$ cat config.mk
export PLATFORM = sky130hd
export DESIGN_NAME = expression_tokenizer
export DESIGN_NICKNAME = d
export VERILOG_FILES = /design/src/hdl/extok_pkg.sv /design/src/hdl/expression_tokenizer.sv
export VERILOG_INCLUDE_DIRS = /design/src /design/src/hdl
export SDC_FILE = /design/constraint.sdc
export NUM_CORES = 2
export LEC_CHECK = 0
export BUFFER_PORTS_ARGS = -buffer_cell sky130_fd_sc_hd__buf_4
export CORE_MARGIN = 1
export CORE_UTILIZATION = 49
export CTS_CLUSTER_DIAMETER = 50
export CTS_CLUSTER_SIZE = 16
export DETAILED_ROUTE_END_ITERATION = 8
export PLACE_DENSITY_LB_ADDON = 0.25
export REMOVE_ABC_BUFFERS = 1
export SLEW_MARGIN = 20
export SYNTH_ARGS = -nofsm -noshare
export SYNTH_HDL_FRONTEND = slang
export SYNTH_SLANG_ARGS = --single-unit
$ cat constraint.sdc
create_clock -name clk -period 24 [get_ports clk]
set_input_delay 2.4 -clock clk [delete_from_list [all_inputs] [get_ports clk]]
set_output_delay 2.4 -clock clk [all_outputs]
set_load 0.02 [all_outputs]
$ cat src/hdl/assert_macros.svh
// ---------------------------------------------------------------------------
// assert_macros.svh
// Concurrent assertion helpers included by expression_tokenizer
// ---------------------------------------------------------------------------
`ifndef ASSERT_MACROS_SVH
`define ASSERT_MACROS_SVH

`ifndef NO_ASSERTIONS

// property checked on every rising edge outside reset
`define ASSERT_CLKD(lbl, clk, rstn, prop, msg) \
  lbl: assert property (@(posedge clk) disable iff (!(rstn)) (prop)) else $error(msg);

// property checked on every rising edge, reset included
`define ASSERT_ALWAYS(lbl, clk, prop, msg) \
  lbl: assert property (@(posedge clk) (prop)) else $error(msg);

`else

`define ASSERT_CLKD(lbl, clk, rstn, prop, msg)
`define ASSERT_ALWAYS(lbl, clk, prop, msg)

`endif

`endif

$ cat src/hdl/extok_pkg.sv
// ---------------------------------------------------------------------------
// extok_pkg
// Token codes, character constants and the result record of the tokenizer
// ---------------------------------------------------------------------------
package extok_pkg;

  // fixed field widths of one result
  localparam int NUM_W  = 48;
  localparam int TEXT_W = 64;
  localparam int LEN_W  = 4;
  localparam int OUT_DATA_W = 120;

  typedef enum logic [2:0] {
    KIND_NUM  = 3'd0,
    KIND_NAME = 3'd1,
    KIND_OP   = 3'd2,
    KIND_LP   = 3'd3,
    KIND_RP   = 3'd4,
    KIND_UNK  = 3'd5,
    KIND_END  = 3'd6
  } kind_t;

  typedef enum logic [2:0] {
    OP_PLUS  = 3'd0,
    OP_MINUS = 3'd1,
    OP_TIMES = 3'd2,
    OP_DIV   = 3'd3,
    OP_POW   = 3'd4
  } op_t;

  // character codes
  localparam logic [7:0] CH_PLUS  = 8'h2B;
  localparam logic [7:0] CH_MINUS = 8'h2D;
  localparam logic [7:0] CH_STAR  = 8'h2A;
  localparam logic [7:0] CH_SLASH = 8'h2F;
  localparam logic [7:0] CH_CARET = 8'h5E;
  localparam logic [7:0] CH_LPAR  = 8'h28;
  localparam logic [7:0] CH_RPAR  = 8'h29;
  localparam logic [7:0] CH_DOT   = 8'h2E;
  localparam logic [7:0] CH_ZERO  = 8'h30;
  localparam logic [7:0] CH_NINE  = 8'h39;
  localparam logic [7:0] CH_UA    = 8'h41;
  localparam logic [7:0] CH_UZ    = 8'h5A;
  localparam logic [7:0] CH_LA    = 8'h61;
  localparam logic [7:0] CH_LZ    = 8'h7A;
  localparam logic [7:0] CH_TAB   = 8'h09;
  localparam logic [7:0] CH_CR    = 8'h0D;
  localparam logic [7:0] CH_SPACE = 8'h20;

  // one result token
  typedef struct packed {
    kind_t              kind;
    logic [NUM_W-1:0]   num;
    logic [TEXT_W-1:0]  text;
    logic [LEN_W-1:0]   len;
    op_t                op;
    logic               ovf;
    logic               last;
  } tok_t;

endpackage

$ cat src/hdl/expression_tokenizer.sv
// ---------------------------------------------------------------------------
// expression_tokenizer
// Byte-stream lexer for arithmetic expressions: numbers, names, operators
//   in_*  channel carries one expression byte per transaction in in_tdata;
//         in_tlast closes the expression (the byte is then ignored), which
//         flushes a pending number or name and emits an end token.
//   out_* channel carries one token per transaction, token kind in out_tuser,
//         out_tlast on the last token caused by an input byte.
//   Each token is registered into the output queue, whose head drives out_*.
//   Throughput: one byte per cycle while the queue has room. A byte that
//   emits two tokens (a flushed number or name followed by an operator,
//   paren, unknown or end token) costs one extra cycle, set by the three-entry
//   output queue that must hold two free slots before in_tready rises.
//   Fractions are converted to binary one digit at a time as they arrive,
//   keeping quotient and remainder against 10^FRAC_DIGITS, so a number is
//   ready the cycle its terminating byte shows up.
//   Reset (rst_n low, synchronous) clears the scanner and empties the queue.
//   When the receiver stalls, tokens wait in the queue; in_tready drops once
//   more than one token is queued and the scanner holds its state.
// ---------------------------------------------------------------------------
`include "assert_macros.svh"

module expression_tokenizer #(
  parameter int INT_BITS    = 32,
  parameter int FRAC_BITS   = 16,
  parameter int FRAC_DIGITS = 5,
  parameter int NAME_CHARS  = 8
) (
  input  logic                                clk,
  input  logic                                rst_n,
  input  logic                                in_tvalid,
  output logic                                in_tready,
  input  logic [7:0]                          in_tdata,   // [7:0] char_in
  input  logic                                in_tlast,   // expression_end
  output logic                                out_tvalid,
  input  logic                                out_tready,
  // [47:0] number_value, [111:48] name_text, [115:112] name_length,
  // [118:116] operator_code, [119] overflow_flag
  output logic [extok_pkg::OUT_DATA_W-1:0]    out_tdata,
  output logic [2:0]                          out_tuser,  // [2:0] token_kind
  output logic                                out_tlast   // last_of_run
);

  typedef enum logic [1:0] {
    MODE_IDLE = 2'd0,
    MODE_INT  = 2'd1,
    MODE_FRAC = 2'd2,
    MODE_NAME = 2'd3
  } mode_t;

  // derived sizes
  localparam int unsigned P_DEC = 10 ** FRAC_DIGITS;
  localparam int RM_W   = $clog2(P_DEC);
  localparam int RS_W   = RM_W + 4;
  localparam int FCNT_W = $clog2(FRAC_DIGITS + 1);
  localparam int DI_W   = (FRAC_DIGITS > 1) ? $clog2(FRAC_DIGITS) : 1;
  localparam int QT_N   = 2 ** DI_W;
  localparam int NCNT_W = $clog2(NAME_CHARS + 1);
  localparam int NBUF_W = 8 * NAME_CHARS;
  localparam int NUMV_W = INT_BITS + FRAC_BITS;
  localparam logic [RM_W-1:0]     HALF_P = RM_W'(P_DEC / 2);
  localparam logic [INT_BITS-1:0] IMAX   = {INT_BITS{1'b1}};

  // quotient part of 2^FRAC_BITS / 10^(i+1) per fraction digit position
  function automatic logic [QT_N-1:0][FRAC_BITS-1:0] q_table();
    logic [QT_N-1:0][FRAC_BITS-1:0] t;
    logic [63:0] q;
    t = '0;
    q = 64'd1 << FRAC_BITS;
    for (int i = 0; i < FRAC_DIGITS; i++) begin
      q = q / 10;
      t[i] = q[FRAC_BITS-1:0];
    end
    return t;
  endfunction

  // matching remainder against 10^FRAC_DIGITS per position
  function automatic logic [QT_N-1:0][RM_W-1:0] r_table();
    logic [QT_N-1:0][RM_W-1:0] t;
    logic [63:0] q;
    logic [63:0] w;
    logic [63:0] r;
    t = '0;
    q = 64'd1 << FRAC_BITS;
    for (int i = 0; i < FRAC_DIGITS; i++) begin
      q = q / 10;
      w = 64'd1;
      for (int j = i + 1; j < FRAC_DIGITS; j++) begin
        w = w * 64'd10;
      end
      r = ((64'd1 << FRAC_BITS) * w) - (q * 64'(P_DEC));
      t[i] = r[RM_W-1:0];
    end
    return t;
  endfunction

  // multiples of 10^FRAC_DIGITS for remainder reduction
  function automatic logic [15:0][RS_W-1:0] kp_table();
    logic [15:0][RS_W-1:0] t;
    t = '0;
    for (int j = 0; j < 10; j++) begin
      t[j] = RS_W'(j * P_DEC);
    end
    return t;
  endfunction

  localparam logic [QT_N-1:0][FRAC_BITS-1:0] QW_TAB = q_table();
  localparam logic [QT_N-1:0][RM_W-1:0]      RW_TAB = r_table();
  localparam logic [15:0][RS_W-1:0]          KP_TAB = kp_table();

  // scanner state
  mode_t                 mode_r, mode_nxt;
  logic [INT_BITS-1:0]   int_acc_r, int_acc_nxt;
  logic [FRAC_BITS-1:0]  frac_q_r, frac_q_nxt;
  logic [RM_W-1:0]       frac_rem_r, frac_rem_nxt;
  logic [FCNT_W-1:0]     frac_cnt_r, frac_cnt_nxt;
  logic [NBUF_W-1:0]     name_buf_r, name_buf_nxt;
  logic [NCNT_W-1:0]     name_cnt_r, name_cnt_nxt;
  logic                  ovf_r, ovf_nxt;

  // output queue, entry 0 is the head
  extok_pkg::tok_t       q_r [3];
  extok_pkg::tok_t       q_nxt [3];
  logic [1:0]            q_cnt_r, q_cnt_nxt;

  logic                  accept;
  logic                  pop;
  logic [7:0]            ch;
  logic [3:0]            digit;
  logic                  is_digit, is_letter, is_space;

  logic [INT_BITS+3:0]   int_prod;
  logic                  int_sat;
  logic [INT_BITS-1:0]   int_step;

  logic [DI_W-1:0]       fidx;
  logic                  frac_room;
  logic [FRAC_BITS+3:0]  q_prod;
  logic [RS_W-1:0]       r_prod;
  logic [RS_W-1:0]       r_sum;
  logic [RS_W-1:0]       r_left;
  logic [3:0]            k_sel;

  logic                  round_up;
  logic [FRAC_BITS:0]    fsum;
  logic [INT_BITS-1:0]   ipart;
  logic [FRAC_BITS-1:0]  fpart;
  logic                  num_ovf;
  logic [NUMV_W-1:0]     num_wide;
  logic [63:0]           num64;

  logic                  do_flush, do_start, byte_res;
  logic                  flush_valid, second_valid;
  logic [1:0]            n_res;
  extok_pkg::tok_t       flush_tok, sec_tok, res0, res1;
  extok_pkg::kind_t      byte_kind;
  extok_pkg::op_t        byte_op;
  logic [1:0]            base;

  assign ch    = in_tdata;
  assign digit = in_tdata[3:0];

  // character classes
  assign is_digit  = (ch >= extok_pkg::CH_ZERO) && (ch <= extok_pkg::CH_NINE);
  assign is_letter = ((ch >= extok_pkg::CH_UA) && (ch <= extok_pkg::CH_UZ)) ||
                     ((ch >= extok_pkg::CH_LA) && (ch <= extok_pkg::CH_LZ));
  assign is_space  = ((ch >= extok_pkg::CH_TAB) && (ch <= extok_pkg::CH_CR)) ||
                     (ch == extok_pkg::CH_SPACE);

  // integer digit step with saturation
  assign int_prod = ({4'b0, int_acc_r} << 3) + ({4'b0, int_acc_r} << 1) +
                    (INT_BITS+4)'(digit);
  assign int_sat  = |int_prod[INT_BITS+3:INT_BITS];
  assign int_step = int_sat ? IMAX : int_prod[INT_BITS-1:0];

  // fraction digit step: quotient and remainder of the scaled fraction
  assign fidx      = frac_cnt_r[DI_W-1:0];
  assign frac_room = frac_cnt_r < FCNT_W'(FRAC_DIGITS);
  assign q_prod    = {{FRAC_BITS{1'b0}}, digit} * {4'b0, QW_TAB[fidx]};
  assign r_prod    = {{RM_W{1'b0}}, digit} * {4'b0, RW_TAB[fidx]};
  assign r_sum     = r_prod + {4'b0, frac_rem_r};

  always_comb begin
    k_sel = 4'd0;
    for (int j = 1; j < 10; j++) begin
      if (r_sum >= KP_TAB[j]) begin
        k_sel = 4'(j);
      end
    end
  end

  assign r_left = r_sum - KP_TAB[k_sel];

  // number token value with rounding carry into the integer part
  assign round_up = frac_rem_r >= HALF_P;
  assign fsum     = {1'b0, frac_q_r} + (FRAC_BITS+1)'(round_up);

  always_comb begin
    ipart   = int_acc_r;
    fpart   = fsum[FRAC_BITS-1:0];
    num_ovf = ovf_r;
    if (fsum[FRAC_BITS]) begin
      if (int_acc_r == IMAX) begin
        fpart   = {FRAC_BITS{1'b1}};
        num_ovf = 1'b1;
      end else begin
        ipart = int_acc_r + INT_BITS'(1);
      end
    end
  end

  assign num_wide = {ipart, fpart};
  assign num64    = 64'(num_wide);

  // pending token as it stands before this byte
  always_comb begin
    flush_tok = '0;
    if (mode_r == MODE_NAME) begin
      flush_tok.kind = extok_pkg::KIND_NAME;
      flush_tok.text = extok_pkg::TEXT_W'(name_buf_r);
      flush_tok.len  = extok_pkg::LEN_W'(name_cnt_r);
      flush_tok.ovf  = ovf_r;
    end else begin
      flush_tok.kind = extok_pkg::KIND_NUM;
      flush_tok.num  = num64[extok_pkg::NUM_W-1:0];
      flush_tok.ovf  = num_ovf;
    end
  end

  // single-byte token decode
  always_comb begin
    byte_kind = extok_pkg::KIND_OP;
    byte_op   = extok_pkg::OP_PLUS;
    unique case (ch)
      extok_pkg::CH_PLUS:  byte_op = extok_pkg::OP_PLUS;
      extok_pkg::CH_MINUS: byte_op = extok_pkg::OP_MINUS;
      extok_pkg::CH_STAR:  byte_op = extok_pkg::OP_TIMES;
      extok_pkg::CH_SLASH: byte_op = extok_pkg::OP_DIV;
      extok_pkg::CH_CARET: byte_op = extok_pkg::OP_POW;
      extok_pkg::CH_LPAR:  byte_kind = extok_pkg::KIND_LP;
      extok_pkg::CH_RPAR:  byte_kind = extok_pkg::KIND_RP;
      default:             byte_kind = extok_pkg::KIND_UNK;
    endcase
  end

  // scanner next state
  always_comb begin
    mode_nxt     = mode_r;
    int_acc_nxt  = int_acc_r;
    frac_q_nxt   = frac_q_r;
    frac_rem_nxt = frac_rem_r;
    frac_cnt_nxt = frac_cnt_r;
    name_buf_nxt = name_buf_r;
    name_cnt_nxt = name_cnt_r;
    ovf_nxt      = ovf_r;
    do_flush     = 1'b0;
    do_start     = 1'b0;
    byte_res     = 1'b0;

    if (in_tlast) begin
      do_flush = 1'b1;
    end else begin
      unique case (mode_r)
        MODE_INT: begin
          if (is_digit) begin
            int_acc_nxt = int_step;
            ovf_nxt     = ovf_r | int_sat;
          end else if (ch == extok_pkg::CH_DOT) begin
            mode_nxt = MODE_FRAC;
          end else begin
            do_flush = 1'b1;
            do_start = 1'b1;
          end
        end
        MODE_FRAC: begin
          if (is_digit) begin
            if (frac_room) begin
              frac_q_nxt   = frac_q_r + q_prod[FRAC_BITS-1:0] + FRAC_BITS'(k_sel);
              frac_rem_nxt = r_left[RM_W-1:0];
              frac_cnt_nxt = frac_cnt_r + FCNT_W'(1);
            end
          end else begin
            do_flush = 1'b1;
            do_start = 1'b1;
          end
        end
        MODE_NAME: begin
          if (is_letter) begin
            if (name_cnt_r < NCNT_W'(NAME_CHARS)) begin
              for (int j = 0; j < NAME_CHARS; j++) begin
                if (name_cnt_r == NCNT_W'(j)) begin
                  name_buf_nxt[8*j +: 8] = ch;
                end
              end
              name_cnt_nxt = name_cnt_r + NCNT_W'(1);
            end else begin
              ovf_nxt = 1'b1;
            end
          end else begin
            do_flush = 1'b1;
            do_start = 1'b1;
          end
        end
        default: begin
          do_start = 1'b1;
        end
      endcase
    end

    // flushing returns everything to idle
    if (do_flush) begin
      mode_nxt     = MODE_IDLE;
      int_acc_nxt  = '0;
      frac_q_nxt   = '0;
      frac_rem_nxt = '0;
      frac_cnt_nxt = '0;
      name_buf_nxt = '0;
      name_cnt_nxt = '0;
      ovf_nxt      = 1'b0;
    end

    // the byte opens a new token or stands alone
    if (do_start) begin
      if (is_space) begin
        byte_res = 1'b0;
      end else if (is_digit) begin
        mode_nxt    = MODE_INT;
        int_acc_nxt = INT_BITS'(digit);
      end else if (is_letter) begin
        mode_nxt     = MODE_NAME;
        name_buf_nxt = NBUF_W'(ch);
        name_cnt_nxt = NCNT_W'(1);
      end else begin
        byte_res = 1'b1;
      end
    end
  end

  // results of this byte
  assign flush_valid  = do_flush && (mode_r != MODE_IDLE);
  assign second_valid = in_tlast || byte_res;
  assign n_res        = {1'b0, flush_valid} + {1'b0, second_valid};

  always_comb begin
    sec_tok      = '0;
    sec_tok.kind = in_tlast ? extok_pkg::KIND_END : byte_kind;
    sec_tok.op   = (in_tlast || (byte_kind != extok_pkg::KIND_OP)) ?
                   extok_pkg::OP_PLUS : byte_op;
    sec_tok.last = 1'b1;
    res0         = flush_valid ? flush_tok : sec_tok;
    res0.last    = !(flush_valid && second_valid);
    res1         = sec_tok;
  end

  // output queue handshake
  assign in_tready  = q_cnt_r <= 2'd1;
  assign accept     = in_tvalid && in_tready;
  assign out_tvalid = q_cnt_r != 2'd0;
  assign pop        = out_tvalid && out_tready;
  assign base       = q_cnt_r - {1'b0, pop};
  assign q_cnt_nxt  = base + (accept ? n_res : 2'd0);

  always_comb begin
    for (int i = 0; i < 3; i++) begin
      if (pop && (i < 2)) begin
        q_nxt[i] = q_r[(i < 2) ? i + 1 : i];
      end else begin
        q_nxt[i] = q_r[i];
      end
      if (accept && (n_res != 2'd0) && (base == 2'(i))) begin
        q_nxt[i] = res0;
      end
      if (accept && (n_res == 2'd2) && ((base + 2'd1) == 2'(i))) begin
        q_nxt[i] = res1;
      end
    end
  end

  // head entry drives the result port
  assign out_tuser = q_r[0].kind;
  assign out_tlast = q_r[0].last;
  assign out_tdata = {q_r[0].ovf, q_r[0].op, q_r[0].len, q_r[0].text, q_r[0].num};

  // scanner state and queue fill
  always_ff @(posedge clk) begin
    if (!rst_n) begin
      mode_r     <= MODE_IDLE;
      int_acc_r  <= '0;
      frac_q_r   <= '0;
      frac_rem_r <= '0;
      frac_cnt_r <= '0;
      name_buf_r <= '0;
      name_cnt_r <= '0;
      ovf_r      <= 1'b0;
      q_cnt_r    <= 2'd0;
    end else begin
      if (accept) begin
        mode_r     <= mode_nxt;
        int_acc_r  <= int_acc_nxt;
        frac_q_r   <= frac_q_nxt;
        frac_rem_r <= frac_rem_nxt;
        frac_cnt_r <= frac_cnt_nxt;
        name_buf_r <= name_buf_nxt;
        name_cnt_r <= name_cnt_nxt;
        ovf_r      <= ovf_nxt;
      end
      q_cnt_r <= q_cnt_nxt;
    end
  end

  // queue payload
  always_ff @(posedge clk) begin
    for (int i = 0; i < 3; i++) begin
      q_r[i] <= q_nxt[i];
    end
  end

  // checks
  `ASSERT_CLKD(a_end_idle, clk, rst_n, (in_tvalid && in_tready && in_tlast) |=> (mode_r == MODE_IDLE), "scanner not idle after end marker")
  `ASSERT_CLKD(a_end_last, clk, rst_n, (out_tvalid && (out_tuser == extok_pkg::KIND_END)) |-> out_tlast, "end token without tlast")
  `ASSERT_CLKD(a_num_only, clk, rst_n, (out_tvalid && (out_tuser != extok_pkg::KIND_NUM)) |-> (out_tdata[47:0] == 48'd0), "number value on non-number token")
  `ASSERT_CLKD(a_rem_range, clk, rst_n, frac_rem_r < RM_W'(P_DEC), "fraction remainder out of range")
  `ASSERT_CLKD(a_no_overfill, clk, rst_n, (q_cnt_r == 2'd3) |=> (q_cnt_r != 2'd0) && !$past(in_tready), "queue overfilled")

endmodule

# Word level (Yosys, flattened, before mapping)
# Memory sizes are Yosys's and may differ from the RTL's. A register that Yosys moved wholly into a read port is not among the register bits.
# Cells that the tools add are included.
# word_totals
register_bits,141
ramBits,372
mem_bits_ro,600
inputBits,13
mem_count,4
# classes
addsub,14
n_mul,2
n_lt_le_gt_ge,23
eq_ne,30
muxes,115
bitwise,1
n_reduce_logical,35
# mem_list
name,depth,width,read_ports,rd_ports_with_merged_regs,wr,line_no,rtl
q_r,3,124,3,0,3,expression_tokenizer.sv:122,extok_pkg::tok_t q_r [3];
(name not given),16,21,1,0,0,expression_tokenizer.sv:192,assign r_left = r_sum - KP_TAB[k_sel];
(name not given),8,17,1,1,0,expression_tokenizer.sv:180,"assign r_prod = {{RM_W{1'b0}}, digit} * {4'b0, RW_TAB[fidx]};"
(name not given),8,16,1,1,0,expression_tokenizer.sv:179,"assign q_prod = {{FRAC_BITS{1'b0}}, digit} * {4'b0, QW_TAB[fidx]};"
# op_table
cell,count
$mux W124,9
$mux W64,9
$mux W32,10
$mux W16,8
$mux W17,7
$ge A21 B20 Y1 const B,4
$mux W68,1
$eq A8 B6 Y1 const B,8
$mux W8,8
$ge A21 B19 Y1 const B,3
$mux W48,1
$mux W3,15
$mux W4,11
$add A35 B33 Y36,1
$add A36 B4 Y36,1
$add A32 B1 Y32 const B,1
$eq A32 B32 Y1 const B,1
$mux W2,12
$add A21 B17 Y21,1
$ge A21 B17 Y1 const B,1
$ge A21 B18 Y1 const B,1
$mul A4 B17 Y21,1
$mux W1,19
$add A16 B1 Y17,1
other kinds (47),86

# Longest topological paths before layout
# logic_depth
ltp_word,22
depth_mapped,39
depth_no_buf,36

# Least setup slack after synthesis
# No wires, ideal clock.
# synth_timing
path_type,input -> register
startpoint,in in_tdata[3]
endpoint,reg frac_q_r[14]
setup_ps,87
arrival_time_ps,10428
required_time_ps,23913
slack_ps,13485
cell_stages,39
path_buffers,3
path_cell_list,buf_2 -> clkbuf_1 -> and2_1 -> inv_1 -> fa_1 -> inv_1 -> fa_1 -> inv_1 -> fa_1 -> inv_1 -> ha_1 -> buf_2 -> a21o_1 -> a221oi_4 -> a21oi_2 -> xor2_1 -> a211oi_1 -> o211ai_1 -> (+3 left out) -> fa_1 -> inv_1 -> ha_1 -> inv_1 -> fa_1 -> inv_1 -> ha_1 -> inv_1 -> fa_1 -> nor2b_1 -> o21ai_0 -> a21oi_1 -> o21ai_0 -> a21boi_0 -> o2111a_1 -> or3_1 -> and3_1 -> o31ai_1
# synth_via
elab_chain_len,18
# synth_rtl
element,line_no,rtl
from (decl),expression_tokenizer.sv:33,"input logic [7:0] in_tdata,"
$mul A4 B17 Y21,expression_tokenizer.sv:180,
$add A21 B17 Y21,expression_tokenizer.sv:181,"assign r_sum = r_prod + {4'b0, frac_rem_r};"
$ge A21 B17 Y1,expression_tokenizer.sv:186,if (r_sum >= KP_TAB[j]) begin
$mux W1,expression_tokenizer.sv:186,
$mux W2 (2 in a row),expression_tokenizer.sv:186,
$mux W3 (4 in a row),expression_tokenizer.sv:186,
$mux W4 (2 in a row),expression_tokenizer.sv:186,
$add A16 B4 Y16,expression_tokenizer.sv:278,frac_q_nxt = frac_q_r + q_prod[FRAC_BITS-1:0] + FRAC_BITS'(k_sel);
$mux W16,expression_tokenizer.sv:277,if (frac_room) begin
$mux W16,expression_tokenizer.sv:276,if (is_digit) begin
$mux W16,expression_tokenizer.sv:263,unique case (mode_r)
$mux W16,expression_tokenizer.sv:260,if (in_tlast) begin
$mux W16,expression_tokenizer.sv:311,if (do_flush) begin
to (signal assigned),expression_tokenizer.sv:400,frac_q_r <= frac_q_nxt;
to (decl),expression_tokenizer.sv:114,"logic [FRAC_BITS-1:0] frac_q_r, frac_q_nxt;"
# Several ways; a longest one is shown, not always the timed one. The select of a mux whose other input is x is not followed.
# A chain may end at the register's enable or synchronous reset.

# Worst setup path in the final report
# layout_timing
startpoint,in in_tdata[1]
endpoint,reg frac_q_r[14]
# The elaborated chain is that of the path after synthesis.

==> metrics.md <==
| Metric | Value |
|---|---|
| Port bufs | 138 |
| Slew Limit Fails | 0 |
| Fmax | 92.84 MHz |
| Mapped cell area | 0.03002 sq mm |
| Hold Crit Class | reg2reg |
| Critical Path Source Type | input pin |
| N_diodes | 0 |
| Fin nets | 3777 |
| Crit path kind | in2reg |
| DR DRC count | 0 |
| Status | finished, final reports clean |
| Area growth syn-to-layout | 7.711% |
| Post-synth top area share | 33.41% |
| FF-to-FF setup slack | 15.05 ns |
| Max Cap Viol | 0 |
| Worst Clk Skew | 0.03920 ns |
| Syn. warnings | 0 |
| CTS tree | yes |
| Leak | 13.20 nW |
| Final period util | 44.88% |
| Most frequent cell after synthesis | nand2_1 |
| First-pass GRT wire length | 127700 microns |
| Via/cell ratio | 5.856 |
| Clk slew on worst S/H paths | 0.07 ns |
| Avg Cell Area, Syn | 8.104 sq um |
| WL per Instance | 17.96 microns |
| Crit-path max FO | 30 |
| Worst path max stage delay | 0.62 ns |
| Detailed placement HPWL | 50910 microns |
| Via Count | 25630 |
| FILL cells | 5731 |
| Chip Width | 249.5 microns |
| Synth cell count leaders | nand2_1 (618), dfxtp_1 (501), a21oi_1 (366) |
| Post-CTS Setup Bufs | 0 |
| Pwr Total | 0.002763 W |
| RSZ-0062 raised after global routing | no |
| CORE AREA | 0.06047 sq mm |
| CTS sink cnt | 519 |
| Synth Register Bits | 519 |
| Resize count post-CTS | 0 |
| Clock tree buffer depth | 3 |
| Sequential cell area | 0.01057 sq mm |
| Distinct cells, synth | 99 |
| Vias in the first global route | 23730 |
| EDFF count, synth | 18 |
| First drt pass iteration count | 5 |
| Setup_tns | 0 ns |
| CP endpoint kind | flip-flop |
| CP max stage cell | a311oi_2 |
| Initial antenna violation count | 1 |
| Fraction of layout cells with a size suffix above 1 | 9.349% |
| Worst VDD drop | 0.0001104 V |
| CP arrival | 11.27 ns |
| Global Route Usage Sum | 24.81% |
| Pwr/cell area | 85.47 mW/mm^2 |
| Root Buffer | clkbuf_16 |
| I/O Pins | 139 |
| Worst-Skew Late Latency | 0.63 ns |
| Die Y | 249.5 microns |
| Crit path time final | 10.77 ns |
| Congestion Overflow GR | 0 |
| First DRT Iteration DRCs | 2078 |
| Register area share after synthesis | 35.21% |
| Yosys top cell by area | dfxtp_1 |
| Mapped Cells | 3704 |
| Endpoints failing hold | 0 |
| Most common cell on crit path | inv_1 |
| Buf/Inv on CP | 8 |
| Worst slew pin tran | 1.128 ns |
| Pin count of the biggest net entering global routing | 214 |
| Multi-input logic area | 0.01700 sq mm |
| Slew HR | 24.83% |
| H-tree depth | 2 |
| Initial Util | 49.64% |
| Critical path's top delay family | adder cells |
| Synth area leaders | dfxtp_1 (33%), nand2_1 (7.7%), ha_1 (6.3%), a21oi_1 (6.1%), fa_1 (4.1%) |
| Setup-failing EPs final | 0 |
| CTS Hold Bufs | 0 |
| Floorplan row count | 90 |
| Top_reg_cell synth | dfxtp_1 |
| Placer Congestion | 0.8906 |
| Final WL | 78600 microns |
| Die area | 0.06226 sq mm |
| Required @ worst endpoint | 24.50 ns |
| Final ANT Viol Nets | 0 |
| TritonCTS buffer count | 56 |
| Asr flop ratio synth | 0% |
## metal layers
metal | track usage (%) | share of wire, %
met3 | 2.847 | 5.7
met5 | 0 | 0.017
met1 | 35.96 | 47
met4 | 5.996 | 1.7
met2 | 39.20 | 45
## flip-flops by register name, indices dropped and copies added, names as in the netlist, named ones only
register and cells:
fidx 3, frac_q_r 16, frac_rem_r 12, int_acc_r 32, mode_r 2, name_buf_r 64
name_cnt_r 4, ovf_r 1, q_cnt_r 2, q_r 372
## path summary, 6_finish.rpt
check	startpoint	endpoint	cells past startpoint
min	q_r[0][334]	q_r[0][334]	2
max	in_tdata[1]	frac_q_r[14]	36
max reg2reg	flip-flop	frac_q_r[14]	36
min reg2reg	q_r[0][334]	q_r[0][334]	2
## final cells by class
type	count	area share [%]
multi-input combinational	2658	52.59
sequential	519	32.69
clock buffer	68	4.628
timing repair buffer	165	3.932
tap	782	3.026
inverter	150	1.765
clock inverter	34	1.366
## layout by cell type (no fill, tap or decap), types with 30 or more instances in the layout
cell / netlist / final
nor3_1: 37 / 33
nand3_1: 44 / 44
a32o_1: 69 / 69
a31oi_1: 176 / 176
a21o_1: 30 / 30
and2_1: 47 / 46
o21ai_0: 92 / 92
ha_1: 152 / 152
xor2_1: 41 / 41
fa_1: 62 / 62
buf_4: 127 / 163
nor2_1: 280 / 278
a21oi_1: 366 / 366
dfxtp_1: 501 / 501
nand2_1: 618 / 617
a22o_1: 42 / 42
clkbuf_16: 0 / 56
inv_1: 149 / 148
and3_1: 57 / 56
a211oi_1: 48 / 48
a22oi_1: 64 / 64
xnor2_1: 63 / 63
nor2b_1: 93 / 92
## worst register-to-register path: cells and delay by family (launching register included)
kind	cells	cell delay (ns)
buffers and inverters	8	0.48
flip-flops	1	0.39
AO/OA/AOI/OAI	14	3.51
XOR/XNOR	1	0.24
AND/OR/NAND/NOR	4	0.83
adder cells (fa/ha/maj)	9	3.37
## power breakdown
part | leakage, nW | internal [W] | total, W | switching, W
logic | 8.04 | 0.000307 | 0.000911 | 0.000604
clock network | 0.936 | 0.000503 | 0.000897 | 0.000394
registers | 4.22 | 0.000924 | 0.000956 | 0.0000320
total | 13.2 | 0.00173 | 0.00276 | 0.00103
## kinds of logic after synthesis
group	Yosys count	share of synthesized area, %
xor gates and xnor gates	108	3.251
AOI/OAI and AO/OA	1047	23.24
adders and majority gates	214	10.47
and+or+nand+nor	1283	19.29
buffers and inverters	527	8.332
muxes	6	0.2001
DFF	519	35.21
## stage by stage
stage	worst slack [ns]	instances	hold WS (ns)	utilization (%)	cell area [sq um]
floorplan	-1.678	3327	0.4249	-	28080
global placement	12.80	4273	0.4340	50.22	30370
detailed placement	12.73	4273	0.4415	50.22	30370
CTS	13.30	4375	0.4560	53.42	32300
global route	12.73	4376	0.4753	53.47	32330
finish	13.23	4376	0.4557	53.47	32330
(Power assumes the default switching activity.)
